`src/rtl/kft_pkg.sv`:
```
// Shared types and codes for the keyframe translation track unit
package kft_pkg;

    typedef logic signed [31:0] coord_t;
    typedef coord_t [2:0] point_t;

    localparam int FRAC_W = 16;

    localparam logic OP_INSERT = 1'b0;
    localparam logic OP_QUERY  = 1'b1;

    localparam logic [1:0] ST_OK     = 2'd0;
    localparam logic [1:0] ST_EMPTY  = 2'd1;
    localparam logic [1:0] ST_REJECT = 2'd2;

endpackage

```
`src/rtl/kft_div.sv`:
```
// Restoring divider for the 16-bit interpolation fraction
module kft_div
    import kft_pkg::*;
(
    input  logic              clk,
    input  logic              rst_n,
    input  logic              start,
    input  logic [32:0]       num,
    input  logic [32:0]       den,
    output logic              done,
    output logic [FRAC_W-1:0] quo
);

    logic              busy_reg;
    logic              done_reg;
    logic [3:0]        cnt_reg;
    logic [32:0]       rem_reg;
    logic [32:0]       den_reg;
    logic [FRAC_W-1:0] quo_reg;
    logic [33:0]       rem2;
    logic              take;

    assign rem2 = {rem_reg, 1'b0};
    assign take = rem2 >= {1'b0, den_reg};
    assign done = done_reg;
    assign quo  = quo_reg;

    always_ff @(posedge clk or negedge rst_n)
    begin
        if (!rst_n)
        begin
            busy_reg <= 1'b0;
            done_reg <= 1'b0;
            cnt_reg  <= '0;
        end
        else
        begin
            done_reg <= 1'b0;
            if (start)
            begin
                busy_reg <= 1'b1;
                cnt_reg  <= '0;
            end
            else if (busy_reg)
            begin
                cnt_reg <= cnt_reg + 4'd1;
                if (cnt_reg == 4'(FRAC_W - 1))
                begin
                    busy_reg <= 1'b0;
                    done_reg <= 1'b1;
                end
            end
        end
    end

    always_ff @(posedge clk)
    begin
        if (start)
        begin
            rem_reg <= num;
            den_reg <= den;
        end
        else if (busy_reg)
        begin
            rem_reg <= take ? 33'(rem2 - {1'b0, den_reg}) : rem2[32:0];
            quo_reg <= {quo_reg[FRAC_W-2:0], take};
        end
    end

endmodule

```
`config.mk`:
```
export PLATFORM = sky130hd
export DESIGN_NAME = kft_div
export DESIGN_NICKNAME = d
export VERILOG_FILES = /design/src/rtl/kft_pkg.sv /design/src/rtl/kft_div.sv
export SDC_FILE = /design/constraint.sdc
export NUM_CORES = 1
export LEC_CHECK = 0
export CORE_MARGIN = 1.5
export CORE_UTILIZATION = 35
export CTS_CLUSTER_SIZE = 14
export DETAILED_ROUTE_END_ITERATION = 7
export DONT_BUFFER_PORTS = 1
export PLACE_DENSITY = 0.55
export SETUP_SLACK_MARGIN = 0.05
export SLEW_MARGIN = 10
export SYNTH_ARGS = -nofsm -noshare
export SYNTH_HDL_FRONTEND = slang
export SYNTH_SLANG_ARGS = --single-unit
```
`constraint.sdc`:
```
create_clock -name clk -period 2.87 [get_ports clk]
set_input_delay 0.287 -clock clk [delete_from_list [all_inputs] [get_ports clk]]
set_output_delay 0.287 -clock clk [all_outputs]
set_load 0.02 [all_outputs]
```
* Word-level counts from Yosys, hierarchy flattened *
Index checks and enable logic that the tools add are counted.
Widths: inputs -> output; s select.

word-level totals
  output and inout bits = 17
  input bits = 69
  logic and storage cells = 24
  flip-flop bits (word level) = 88

cells by class
  bitwise operators = 1
  equal/unequal tests = 1
  add/subtract/negate cells = 2
  muxes and demuxes = 11
  magnitude comparators = 1
  reductions and logical operators = 2

operator list
  operator             number
  $mux 33              3
  $ge 34x33->1         1
  $sub 33x33->33       1
  $mux 4               2
  $mux 1               6
  $add 4x1->4 const B  1
  $eq 4x4->1 const B   1
  $reduce_and 2->1     1
  $reduce_bool 2->1    1
  $not 1->1            1

* Depth between registers and ports, before layout *
  word-level depth = 4
  mapped depth = 14

* Least setup slack after synthesis *
Ideal clock, no wire load.

  path kind = flip-flop to flip-flop
  start = register rem_reg[8]
  end = register rem_reg[31], data pin
  period minus slack after synthesis = 2.859 ns
  path buffers = 2
  setup time = 0.264 ns
  slack = 0.011 ns
  cell stages (with the launch flop) = 14
  data required time = 2.606 ns
  arrival time = 2.594 ns
  cell sequence = edfxtp_1 -> ha_1 -> buf_2 -> nand2_1 -> nor4_2 -> and2_1 -> o2bb2ai_2 -> nor2_2 -> o41a_4 -> inv_2 -> buf_6 -> mux2i_1 -> o41a_1 -> o21ai_2

between the ends
  cells in the longest elaborated chain, start to end = 4
  elaborated cells between the ends (all ways) = 5

ends and longest elaborated chain
  what                                            RTL line                      text
  from (decl)                                     kft_div.sv:17                 logic [32:0] rem_reg;
  from (signal assigned)                          kft_div.sv:60                 rem_reg <= num;
  from (signal assigned)                          kft_div.sv:65                 rem_reg <= take ? 33'(rem2 - {1'b0, den_reg}) : rem2[32:0];
  $sub 33x33->33 or $ge 34x33->1 (tied branches)  kft_div.sv:65, kft_div.sv:24
  $mux 33 (*)                                     kft_div.sv:65
  $mux 33 (*)                                     kft_div.sv:63                 else if (busy_reg)
  $mux 33 (*)                                     kft_div.sv:58                 if (start)

Mark *: on every way between the ends. The rest lies on a longest branch, timed or not. The select of a mux whose other input is x is not followed.
A chain may end at the register's enable or synchronous reset.

* Worst setup path after layout *
  start = register rem_reg[18]
  end = register rem_reg[11], data pin

between the ends
  cells in the longest elaborated chain, start to end = 4

ends and longest elaborated chain
  what          RTL line       text
  $ge 34x33->1  kft_div.sv:24  assign take = rem2 >= {1'b0, den_reg};
  $mux 33       kft_div.sv:65
  $mux 33       kft_div.sv:63
  $mux 33       kft_div.sv:58

Every way passes these cells. The select of a mux whose other input is x is not followed.

==> impl_metrics.csv <==
group,metric,value,unit
floorplan,die_y,128,um
yosys,ys.flop_type,"edfxtp_1",
floorplan,pin_count,86,
pwr,vdd_drop_max,0.000640,V
sta,slew_viol_final,0,
yosys,async_flop_share,6.82,%
global_route,antenna_found_initial,0,
min_path,hold_class,"in -> reg",
pwr,p_total,0.00852,W
setup_path,r2r_start,"rem_reg[18]",
global_route,first_global_vias,4363,
route,drc,0,
place,place_area,6090,sq um
yosys,yosysSeqAreaShare,47.5,%
cts,cts_buffer_depth,2,
yosys,syn-mean-instance-area,10.4,sq um
finish,nFillCells,1368,
pwr,clkPwrFrac,15.2,%
cts,cts_tree,"yes",
finish,n_antenna_cell,0,
sta,hold_viol,0,
pwr,p_seq_share,24.3,%
place,dp_hpwl,9.08,mm
finish,area_delta_synth_final,32.1,%
route,dr.pass1.iters,4,
global_route,grt_pass1_wl,21.8,mm
floorplan,core,15300,sq um
setup_path,r2r_cells,14,
sta,setup_violations,0,
cts,h-tree-depth,3,
global_route,grt_max_degree,100,
pwr,p_leak,2.85,nW
yosys,syn_inst,531,
setup_path,crit_arrival,2.98,ns
min_path,min_to,"den_reg[7]",
route,first_iter_violations,207,
route,antenna_left,0,
cts,cts_sinks,88,
yosys,yosysWarnings,0,
finish,final_cells,819,
floorplan,fp-row-count,45,
place,placed_cells,777,
pwr,switching_share,39.5,%
pwr,pwr-share-comb,60.4,%
route,viasPerCell,5.21,
cts,cts-root-buf,"clkbuf_16",
finish,final_util,47.6,%
sta,finalWorstPathRequiredPeriod,2.87,ns
cts,cts_buffers,9,
sta,fin_ws,0.00355,ns
sta,worst_pin_slew,0.898,ns
yosys,synth_seq_cells,88,
setup_path,crit_fanout,10,
setup_path,crit_required,2.98,ns
min_path,hold_depth,0,
cts,clk_pin_slew,0.07,ns
finish,seqCellArea,2610,sq um
finish,multi_input_area,3150,sq um
pwr,powerDensity,1170,nW/um^2
sta,fin_crit_sh,99.9,%
yosys,synth-edff-count,82,
sta,rsz0062_at_grt,"true",
global_route,grt_use_total,17.1,%
floorplan,die_w,128,um
sta,timing.slew.headroom,40.1,%
place,port_buffers,0,
setup_path,endpoint_kind,"register",
floorplan,initial_core_util,36.1,%
sta,clock_skew,0.00946,ns
setup_path,r2r_slack,0.004,ns
global_route,grt_overflow,0,
setup_path,cp-start-kind,"register",
pwr,switching_power,0.00337,W
cts,clk_latency,0.36,ns
sta,fmaxAchievable,349,MHz
run_status,outcome,"finished, final reports clean",
finish,stdcell_area,7270,sq um
flow_run,max-cap-violations,0,
yosys,netlist_area,5500,sq um
finish,layout-drive-gt1-share,33.4,%
setup_path,crit_type,"reg -> reg",
route,wl_per_cell,17.0,um
finish,nNetsFinal,707,
yosys,ys_types,64,
yosys,synth_nets,635,
place,place_congestion,0.891,
setup_path,r2r-end,"rem_reg[11]",
pwr,internal_power,0.00515,W
min_path,worstHoldStart,"den[7]",
route,wirelength,13.9,mm
route,dr_total_vias,4268,
floorplan,dieArea,16500,sq um
place,pre_cts_ws,-0.246,ns
power by group through the flow:
stage	combinational [W]	sequential [W]	clock (W)
finish	0.00515	0.00207	0.00130
global route	0.00562	0.00212	0.00138
CTS	0.00452	0.00203	0.00134
detailed placement	0.00387	0.00203	0
global placement	0.00383	0.00202	0
floorplan	0.00278	0.00197	0
cell usage after synthesis, drive strengths merged (5+ instances only):
master,number,area (sq um)
a211oi,5,37.5
a21o,13,97.6
a21oi,46,230
a221o,5,50.1
a31oi,5,31.3
buf,14,91.3
clkbuf,9,35.0
dfrtp,6,150
edfxtp,82,2460
ha,34,425
inv,50,188
mux2,17,191
mux2i,5,50.1
nand2,41,156
nand3,6,30.0
nand4,6,37.5
nor2,46,178
nor2b,9,56.3
nor3,12,60.1
nor3b,9,72.6
nor4,5,37.5
o21ai,28,144
o21bai,7,52.6
xnor2,15,131
xor2,9,78.8
worst max-delay path: stages (launching register included):
cell and delay (ns):
edfxtp_1 0.43, ha_4 0.27, nand4_1 0.16, nor3_1 0.06
and2_4 0.14, buf_4 0.12, buf_4 0.13, a31o_4 0.24
a31oi_4 0.15, o41a_4 0.23, buf_12 0.17, inv_8 0.08
nor2_1 0.10, a21oi_1 0.07, mux2_2 0.27
layer usage:
metal  part of all wire, %  track usage, %  up-vias
met3                   4.6            4.86       17
met4                   1.6            5.49        0
li1                      -               -     2083
met5                     0               0        -
met1                    44            21.2     2060
met2                    50            29.0      108
through the flow:
stage | TNS, ns | hold WS (ns)
2_1_floorplan | 0 | -0.00859
3_3_place_gp | -1.62 | -0.00846
3_5_place_dp | -3.42 | -0.00843
4_1_cts | -0.181 | 0.00832
5_1_grt | -1.03 | 0.00525
6_report | 0 | 0.0208
cell type report:
cell class	count	area share, %
multi-input cells	370	43.4
clock buffers	10	3.29
repair buffers	82	9.28
well taps	211	3.63
clock inverters	6	1.24
repair inverters	2	0.430
inverters	50	2.81
flip-flops and latches	88	35.9
worst max path at each step:
stage | from | endpoint | slack, ns | cells after the start
floorplan | rem_reg[13] | rem_reg[27] | 0.08 | 10
global placement | rem_reg[0] | rem_reg[31] | -0.12 | 12
detailed placement | den_reg[0] | rem_reg[31] | -0.25 | 11
CTS | rem_reg[26] | rem_reg[15] | -0.03 | 12
global route | den_reg[27] | rem_reg[11] | -0.11 | 13
finish | rem_reg[18] | rem_reg[11] | 0.004 | 14
repair_timing:
action                                  in CTS  in global routing
pin swaps                                   23                 25
hold endpoints to repair                     6                  0
hold buffers                                 1                  0
gates resized for setup                     50                 63
setup buffers                               14                  9
endpoints found under the setup margin      31                 32
gates cloned                                 2                  0
cells by family after synthesis:
| kind of cell | after synthesis | share of synthesized area (%) |
|---|---|---|
| flip-flops | 88 | 47.5 |
| AO/OA/AOI/OAI | 140 | 17.1 |
| AND/OR/NAND/NOR | 149 | 13.4 |
| adder cells (fa/ha/maj) | 35 | 8.10 |
| buffers and inverters | 73 | 5.71 |
| XOR/XNOR | 24 | 3.82 |
| multiplexers | 22 | 4.39 |
layout by cell type (no fill, tap or decap), types with 4 or more instances in the layout:
master     instances
nand2_1           37
a21o_1            13
xor2_1             9
xnor2_1           15
nand4_1            6
mux2_2            16
o21ai_1            6
edfxtp_1          82
nor2_1            35
ha_1              14
o21bai_1           7
buf_4             73
a21oi_2            6
nor2_2             9
a211oi_2           4
inv_1             46
mux2i_1            5
ha_4              18
nand3_1            6
nor2b_1            8
nand2b_1           4
a221o_1            5
o21ai_2            6
buf_6              5
a21oi_1           38
o21ai_0           16
nor3b_1            7
dfrtp_1            6
a32oi_1            4
clkbuf_16          9
nor3_1             8
Note: power is estimated with default switching activity, not from simulation.
