[config.mk]
export PLATFORM = sky130hd
export DESIGN_NAME = kft_cell
export DESIGN_NICKNAME = d
export VERILOG_FILES = /design/src/rtl/kft_pkg.sv /design/src/rtl/kft_cell.sv
export SDC_FILE = /design/constraint.sdc
export NUM_CORES = 1
export LEC_CHECK = 0
export BUFFER_PORTS_ARGS = -buffer_cell sky130_fd_sc_hd__buf_2
export CORE_AREA = 2 2 152 154
export CTS_CLUSTER_DIAMETER = 40
export DETAILED_ROUTE_END_ITERATION = 10
export DIE_AREA = 0 0 154 156
export GPL_TIMING_DRIVEN = 0
export PLACE_DENSITY_LB_ADDON = 0.12
export SLEW_MARGIN = 0
export SYNTH_ARGS = -nofsm -noshare
export SYNTH_HDL_FRONTEND = slang
export SYNTH_SLANG_ARGS = --single-unit
[constraint.sdc]
create_clock -name clk -period 7.72 [get_ports clk]
set_input_delay 1.158 -clock clk [delete_from_list [all_inputs] [get_ports clk]]
set_output_delay 1.158 -clock clk [all_outputs]
set_load 0.01 [all_outputs]
[src/rtl/kft_pkg.sv]
// Shared types and codes for the keyframe translation track unit
package kft_pkg;

    typedef logic signed [31:0] coord_t;
    typedef coord_t [2:0] point_t;

    localparam int FRAC_W = 16;

    localparam logic OP_INSERT = 1'b0;
    localparam logic OP_QUERY  = 1'b1;

    localparam logic [1:0] ST_OK     = 2'd0;
    localparam logic [1:0] ST_EMPTY  = 2'd1;
    localparam logic [1:0] ST_REJECT = 2'd2;

endpackage

[src/rtl/kft_cell.sv]
// One keyframe slot of the sorted chain
module kft_cell
    import kft_pkg::*;
(
    input  logic   clk,
    input  logic   valid,
    input  coord_t key,
    input  point_t pt_new,
    input  logic   ins_en,
    input  logic   ow_en,
    input  logic   left_pass,
    input  coord_t left_time,
    input  point_t left_pt,
    output coord_t time_q,
    output point_t pt_q,
    output logic   gt,
    output logic   eq,
    output logic   pass
);

    coord_t time_reg;
    point_t pt_reg;

    assign gt     = valid && (time_reg > key);
    assign eq     = valid && (time_reg == key);
    assign pass   = !valid || gt;
    assign time_q = time_reg;
    assign pt_q   = pt_reg;

    always_ff @(posedge clk)
    begin
        if (ins_en && pass)
        begin
            if (left_pass)
            begin
                time_reg <= left_time;
                pt_reg   <= left_pt;
            end
            else
            begin
                time_reg <= key;
                pt_reg   <= pt_new;
            end
        end
        else if (ow_en && eq)
        begin
            pt_reg <= pt_new;
        end
    end

endmodule

=== Word level (Yosys, flattened, before mapping) ===
Cells that the tools add are included.

* Register bits after elaboration: 128
* Input bits: 261
* Output and inout port bits: 131
* Word-level logic and storage cells: 17

* Order comparisons: 1
* Eq/ne operators: 1
* Multiplexer cells: 4
* Reductions and logical operators: 7

{| class="wikitable"
|+ Operator list
! cell !! count
|-
| $mux 96 || 3
|-
| $eq 32x32->1 || 1
|-
| $gt 32x32->1 || 1
|-
| $mux 32 || 1
|-
| $logic_and 1x1->1 || 4
|-
| $reduce_bool 2->1 || 1
|-
| $logic_not 1->1 || 1
|-
| $logic_or 1x1->1 || 1
|}

=== Logic depth before layout (Yosys ltp) ===
Gate-level depths: netlist of run 1.

* Word-level depth: 5
* Depth in mapped cells: 10
* Depth with buffers taken out: 8

=== Worst setup path before layout of run 1 ===
Ideal clock, no wire load.

* Kind: input port to flip-flop
* From: input port key[31]
* To: register pt_reg, in the netlist pt_q[0] (enable)
* Library setup time: 0.453 ns
* Arrival time: 5.456 ns
* Data required time: 7.267 ns
* Setup slack: 1.811 ns
* Stages on the path: 8
* Buffers on the path: 0
* Cell sequence: inv_1 -> ha_1 -> nand4_2 -> nor3_1 -> a221o_1 -> or4_4 -> nand4_1 -> a21o_1

* Word-level cells in the longest chain between the ends: 5
* Elaborated cells between the ends (all ways): 8
* Classes of those cells: order compare (1); eq/ne (1); reduce/logical (6)

{| class="wikitable"
|+ Ends and longest elaborated chain
! element !! line !! source
|-
| start: declaration || kft_cell.sv:7 || <nowiki>input coord_t key,</nowiki>
|-
| $gt 32x32->1 || kft_cell.sv:24 || <nowiki>assign gt = valid && (time_reg > key);</nowiki>
|-
| $logic_and 1x1->1 || kft_cell.sv:24 ||
|-
| $logic_or 1x1->1 || kft_cell.sv:26 || <nowiki>assign pass = !valid || gt;</nowiki>
|-
| $logic_and 1x1->1 || kft_cell.sv:32 || <nowiki>if (ins_en && pass)</nowiki>
|-
| $reduce_bool 2->1 (no line) * || -- ||
|-
| end signal: assignment || kft_cell.sv:37 || <nowiki>pt_reg <= left_pt;</nowiki>
|-
| end signal: assignment || kft_cell.sv:42 || <nowiki>pt_reg <= pt_new;</nowiki>
|-
| end signal: assignment || kft_cell.sv:47 || <nowiki>pt_reg <= pt_new;</nowiki>
|-
| end: declaration || kft_cell.sv:22 || <nowiki>point_t pt_reg;</nowiki>
|}

Mark *: on every way between the ends. The rest lies on a longest branch, timed or not.
A chain may end at the register's enable or synchronous reset.

=== Final worst setup path of run 1 ===
* From: input port key[31]
* To: register pt_reg, in the netlist pt_q[45] (enable)

Same word-level chain as after synthesis.

==> results of run 1 <==
## kinds of logic (layout without fill, tap and decap cells)
group / count (synthesis) / after routing / synth area share
AND/OR/NAND/NOR: 62 / 62 / 0.0482
buffers and inverters: 51 / 476 / 0.0396
adder cells (fa/ha/maj): 32 / 32 / 0.0639
multiplexers: 97 / 97 / 0.174
AO/OA/AOI/OAI: 63 / 63 / 0.0601
flip-flops: 128 / 128 / 0.614
## worst min-delay path, cell delays in order
cell and delay (ns):
buf_2 0.08, nand2_1 0.04, o21ai_0 0.05
## synthesized netlist by cell type
cell type | instances | area (µm²)
edfxtp_1 | 128 | 3840
mux2_2 | 57 | 642
mux2_1 | 40 | 450
nand2_1 | 38 | 143
o21ai_0 | 36 | 180
inv_1 | 34 | 128
ha_1 | 32 | 400
a21oi_1 | 14 | 70.1
nand4_1 | 8 | 50.1
clkbuf_1 | 6 | 22.5
buf_4 | 5 | 37.5
buf_6 | 5 | 56.3
nand3_1 | 3 | 15.0
a21o_1 | 2 | 15.0
a221o_1 | 2 | 20.0
nor2_1 | 2 | 7.51
nor4_1 | 2 | 12.5
a2111oi_0 | 1 | 8.76
a41oi_4 | 1 | 27.5
and2_1 | 1 | 6.26
and3_1 | 1 | 6.26
buf_1 | 1 | 3.75
nand2b_1 | 1 | 6.26
nand4_2 | 1 | 12.5
nor2b_1 | 1 | 6.26
nor3_1 | 1 | 5.00
nor3b_1 | 1 | 7.51
nor4_2 | 1 | 12.5
o211ai_1 | 1 | 7.51
o21a_1 | 1 | 7.51
o21ai_1 | 1 | 5.00
o2bb2ai_1 | 1 | 8.76
o311a_1 | 1 | 10.0
o311ai_1 | 1 | 8.76
o31ai_1 | 1 | 7.51
or4_4 | 1 | 11.3
## layer usage
metal	part of all wire	vias to the layer above
met3	0.082	23
li1	-	2465
met4	0.020	0
met5	0	-
met1	0.39	2316
met2	0.51	234
## cell usage in the layout, fill, tap and decap left out, types with 2 or more instances in the layout
cell	synthesis	layout
ha_1	32	32
nand3_1	3	3
buf_4	5	5
inv_8	0	2
clkbuf_16	0	17
nor4_1	2	2
clkbuf_1	6	6
a21oi_1	14	14
clkinv_4	0	2
nor2_1	2	2
inv_6	0	5
nand2_1	38	38
inv_1	34	34
buf_8	0	2
mux2_1	40	40
buf_6	5	5
mux2_2	57	57
nand4_1	8	8
o21ai_0	36	36
a221o_1	2	2
clkinvlp_4	0	4
edfxtp_1	128	128
buf_2	0	390
## flip-flops by register name (all words and copies together) (netlist names)
signal and count:
time_q 32, pt_q 96
## through the flow
| step | power (mW) | util | hold slack, ns | std cells | cell area, µm² |
|---|---|---|---|---|---|
| 2_1_floorplan | 1.20 | - | 1.32 | 433 | 6260 |
| 3_3_place_gp | 1.44 | 0.383 | 1.44 | 1108 | 8570 |
| 3_5_place_dp | 1.44 | 0.386 | 1.44 | 1111 | 8640 |
| 4_1_cts | 2.25 | 0.412 | 0.993 | 1143 | 9210 |
| 5_1_grt | 2.32 | 0.412 | 0.996 | 1143 | 9210 |
| 6_report | 2.21 | 0.412 | 1.02 | 1143 | 9210 |
## worst max-delay path by stage
stage	from	to	slack, ns	depth (start not counted)
3_3_place_gp	key[14]	pt_q[44]$_DFFE_PP_	0.01	8
6_report	key[31]	pt_q[45]$_DFFE_PP_	3.28	11
3_5_place_dp	key[7]	pt_q[41]$_DFFE_PP_	2.80	11
5_1_grt	key[7]	pt_q[9]$_DFFE_PP_	2.97	11
2_1_floorplan	key[31]	pt_q[0]$_DFFE_PP_	1.81	8
4_1_cts	key[7]	pt_q[38]$_DFFE_PP_	3.23	11
## area by class of cell
class                   instances  area share
inverters                      34      0.0139
multi-input cells             254       0.237
well taps                     285      0.0387
flip-flops and latches        128       0.417
clock buffers                  17      0.0462
clock inverters                15      0.0160
plain buffers                  17      0.0130
repair buffers                393       0.218
## report_power, final
part / switching [mW] / total [mW] / internal [mW]
logic: 0.267 / 0.485 / 0.217
clock network: 0.341 / 0.793 / 0.452
registers: 0.0294 / 0.934 / 0.905
total: 0.638 / 2.21 / 1.57
==> flow_metrics.py, run 1 <==
metrics = {
    "drt": {
        "routed_wirelength_mm": 19.6,
        "avgViaCountPerCell": 4.41,
        "firstDrtPassIters": 4,
        "dr_total_vias": 5038,
        "ant_nets": 0,
        "drcViolationCount": 0,
        "dr.first_iter.drc_count": 215,
        "wl_per_cell_um": 17.2,
    },
    "finish": {
        "multi_input_area_um2": 2180,
        "diodes": 0,
        "fillers": 2172,
        "drive_gt1_frac": 0.578,
        "regArea_um2": 3840,
        "layout.nets": 1138,
        "area_growth_pct": 47.1,
    },
    "yosys": {
        "syn-cell-area_um2": 6260,
        "syn_inst": 433,
        "synth_seq_cells": 128,
        "ys.warnings.count": 0,
        "syn-num-nets": 726,
        "synth_seq_area_share": 0.614,
        "yosysUniqueCellTypes": 36,
        "syn_avg_cell_area_um2": 14.5,
    },
    "timing": {
        "min_period_over_period": 0.575,
        "max_slew.worst_pin.slew_ns": 0.704,
        "hold_viol": 0,
        "rsz0062_at_grt": "false",
        "setup_viol": 0,
        "fin_skew_ns": 0.00867,
        "max_slew_margin": 0.530,
        "fin_ws_ns": 3.28,
        "drv_slew": 0,
        "min_period_ns": 4.44,
        "setup_tns_ns": 0,
        "fmax_mhz": 225,
    },
    "worst_hold_path": {
        "min_to": "time_q[5]$_DFFE_PP_",
        "hp-start": "left_time[5]",
        "holdPathStages": 3,
        "holdCritPathClass": "in -> reg",
    },
    "die": {
        "dieArea_um2": 24000,
        "die_y_um": 156,
        "rows": 55,
        "die_w_um": 154,
        "ios": 392,
        "coreArea_um2": 22400,
        "start_util": 0.280,
    },
    "setup_path": {
        "r2r-start": "time_q[5]$_DFFE_PP_",
        "end_kind": "flop",
        "startpoint_type": "input pin",
        "cpLargestDelayFamily": "simple AND/OR/NAND/NOR gates",
        "critPathSlowestCell": "a21o_4",
        "worst-endpoint-required_ns": 7.81,
        "crit_fanout": 52,
        "crit_type": "in -> reg",
        "worstReg2RegEnd": "pt_q[45]$_DFFE_PP_",
        "crit_chain": "buf_2, inv_1, ha_1, nand4_2, nor3_1, a221o_1, or4_4, nand4_1, buf_8, a21o_4, buf_16",
        "cp_num_buf_inv": 4,
        "critPathArrivalTime_ns": 4.53,
        "rrSetupSlack_ns": 3.74,
        "ff2ff_path_depth": 9,
        "critPathMaxStageDelay_ns": 0.53,
    },
    "clock_network": {
        "cts_tree": "done",
        "post_cts_resized": 0,
        "post_cts_buffers": 0,
        "clk_latency_ns": 0.42,
        "cts_hold_buffers": 0,
        "cts_buffer_depth": 2,
        "cts_buffers": 17,
        "path_clk_slew_ns": 0.06,
        "cts-root-buf": "clkbuf_16",
        "cts_num_sinks": 128,
        "h-tree-depth": 4,
    },
    "power_and_ir_drop": {
        "powerDensity_nw_per_um2": 240,
        "ir_drop_mv": 0.131,
        "leakagePower_nw": 4.17,
    },
    "grt": {
        "grt_pass1_vias": 5183,
        "top_usage_layer": "met2",
        "grt-ovfl-total": 0,
        "grt_antenna_before_repair": 0,
        "grt_pass1_wl_mm": 29.1,
        "use_met2": 0.281,
        "grt_use_met1": 0.185,
        "met3_usage": 0.0539,
        "grt_max_degree": 53,
        "groute.usage.overall": 0.161,
    },
    "run": {
        "drv_cap": 0,
    },
    "place": {
        "hpwl_mm": 15.8,
        "dpl_worst_slack_ns": 2.80,
        "place_congestion": 0.768,
        "port_buffers": 390,
    },
    "status": {
        "outcome": "completed",
    },
}
(Power assumes the default switching activity.)
==> inputs of run 2 (changes only) <==
- clock period: 7.72 -> 4 ns (I/O delays scaled with it)
==> run 2 against run 1 <==
- register-to-register slack lost 3.1 ns
- first-iteration DRC count shrank 22%
- critical path depth shrank 2
- routed wire length grew 2.9%
- worst setup slack lost 2.7 ns
- die area is the same
- clock skew grew 0.0034 ns
- cell area grew 2.5%
- clock-buffer cell count grew 1
==> flow_metrics.py, run 2 (synthesis gave the netlist of run 1 again) <==
metrics = {
    "drt": {
        "dr_total_vias": 5044,
        "routed-wl-met2_mm": 10.3,
        "ant_nets": 0,
        "wl_met1_mm": 8.03,
        "drcViolationCount": 0,
        "highest_layer": "met4",
        "dr_wl_met3_mm": 1.61,
        "dr.first_iter.drc_count": 167,
        "firstDrtPassIters": 4,
        "avgViaCountPerCell": 4.41,
        "wl_per_cell_um": 17.7,
        "routed_wirelength_mm": 20.2,
    },
    "clock_network": {
        "cts_buffer_depth": 2,
        "cts-root-buf": "clkbuf_16",
        "cts_buffers": 17,
        "clk_latency_ns": 0.41,
        "cts_num_sinks": 128,
        "cts_tree": "done",
        "h-tree-depth": 4,
        "cts_hold_buffers": 0,
        "path_clk_slew_ns": 0.06,
    },
    "die": {
        "dieArea_um2": 24000,
        "ios": 392,
        "rows": 55,
        "coreArea_um2": 22400,
        "start_util": 0.280,
        "die_y_um": 156,
        "die_w_um": 154,
    },
    "finish": {
        "final_common_cell": "buf_2",
        "diodes": 0,
        "largest_reg_flops": 96,
        "layout_common_cells": "buf_2, edfxtp_1, mux2_2",
        "drive_gt1_frac": 0.612,
        "layout.nets": 1139,
        "area_growth_pct": 50.8,
    },
    "setup_path": {
        "end_kind": "flop",
        "startpoint_type": "flop",
        "critPathSlowestCell": "or4_4",
        "critical_path.most_common_cell": "nand4_1",
        "cpLargestDelayFamily": "simple AND/OR/NAND/NOR gates",
        "worst-endpoint-required_ns": 4.04,
        "critPathArrivalTime_ns": 3.45,
        "cp_num_buf_inv": 2,
        "critPathMaxStageDelay_ns": 0.56,
        "crit_type": "reg -> reg",
        "crit_chain": "ha_4, nand4_1, nor3_1, a221o_1, or4_4, nand4_1, buf_6, buf_8, a21o_4",
        "crit_fanout": 48,
    },
    "grt": {
        "grt_pass1_vias": 5298,
        "grt_max_degree": 49,
        "grt_pass1_wl_mm": 30.3,
        "groute.usage.overall": 0.168,
        "grt_antenna_before_repair": 0,
        "grt-ovfl-total": 0,
    },
    "run": {
        "drv_cap": 0,
    },
    "place": {
        "port_buffers": 390,
        "hpwl_mm": 15.7,
        "place_congestion": 0.739,
    },
    "timing": {
        "setup_viol": 0,
        "max_slew_margin": 0.526,
        "drv_slew": 0,
        "whs_ns": 0.466,
        "hold_viol": 0,
        "min_period_over_period": 0.852,
        "fin_skew_ns": 0.0121,
        "rsz0062_at_grt": "false",
        "max_slew.worst_pin.slew_ns": 0.709,
        "min_period_ns": 3.41,
        "setup_tns_ns": 0,
        "fmax_mhz": 294,
    },
    "power_and_ir_drop": {
        "power_mw": 4.35,
        "leakagePower_nw": 4.17,
        "powerDensity_nw_per_um2": 460,
        "ir_drop_mv": 0.244,
    },
    "status": {
        "outcome": "completed",
    },
    "worst_hold_path": {
        "holdCritPathClass": "in -> reg",
    },
}
## run 2: cell count changes in the layout (fill, tap and decap cells not counted), sizes merged
cell	change
a21o	+1
bufinv	+1
clkbuf	+1
clkinv	+1
clkinvlp	-1
inv	-2
## run 2: timing repair
action / CTS / global route
resized for setup: 1 / 0
setup buffers: 1 / 0
endpoints found under the setup margin: 96 / 0
## run 2: worst min-delay path, stage by stage
cell	delay [ns]
buf_2	0.08
nand2_1	0.04
o21ai_0	0.05
## run 2: where the power goes
group | switching (mW) | internal, mW
registers | 0.0654 | 1.75
clock network | 0.634 | 0.929
logic | 0.532 | 0.437
## run 2: worst paths after layout
| check | start | end | cells past startpoint | slack (ns) |
|---|---|---|---|---|
| worst max-delay path | time_q[26]$_DFFE_PP_ | pt_q[62]$_DFFE_PP_ | 9 | 0.59 |
| worst max register to register | time_q[26]$_DFFE_PP_ | pt_q[62]$_DFFE_PP_ | 9 | 0.59 |
| worst min-delay path | left_time[5] | time_q[5]$_DFFE_PP_ | 3 | 0.47 |
| worst min register to register | time_q[31]$_DFFE_PP_ | time_q[27]$_DFFE_PP_ | 4 | 1.22 |
## run 2: through the flow
| stage | util | worst slack, ns | cell area [µm²] | cells |
|---|---|---|---|---|
| after floorplan | - | 0.00302 | 6500 | 433 |
| after global placement | 0.394 | -1.34 | 8810 | 1108 |
| after detailed placement | 0.395 | -0.736 | 8830 | 1110 |
| after CTS | 0.422 | 0.541 | 9440 | 1144 |
| after global routing | 0.422 | 0.328 | 9440 | 1144 |
| final | 0.422 | 0.593 | 9440 | 1144 |
## run 2: area by class of cell
| cell class | instances | area [µm²] |
|---|---|---|
| fillers | 2192 | 12900 |
| well taps | 285 | 357 |
| plain buffers | 17 | 120 |
| multi-input cells | 255 | 2420 |
| flip-flops and latches | 128 | 3840 |
| clock buffers | 18 | 429 |
| clock inverters | 14 | 155 |
| inverters | 34 | 133 |
| repair buffers | 393 | 1990 |
## run 2: layer usage
layer  vias up  GRT usage
met2       206      0.289
met3        14     0.0561
li1       2466          -
met4         0     0.0521
met5         -          0
met1      2358      0.198
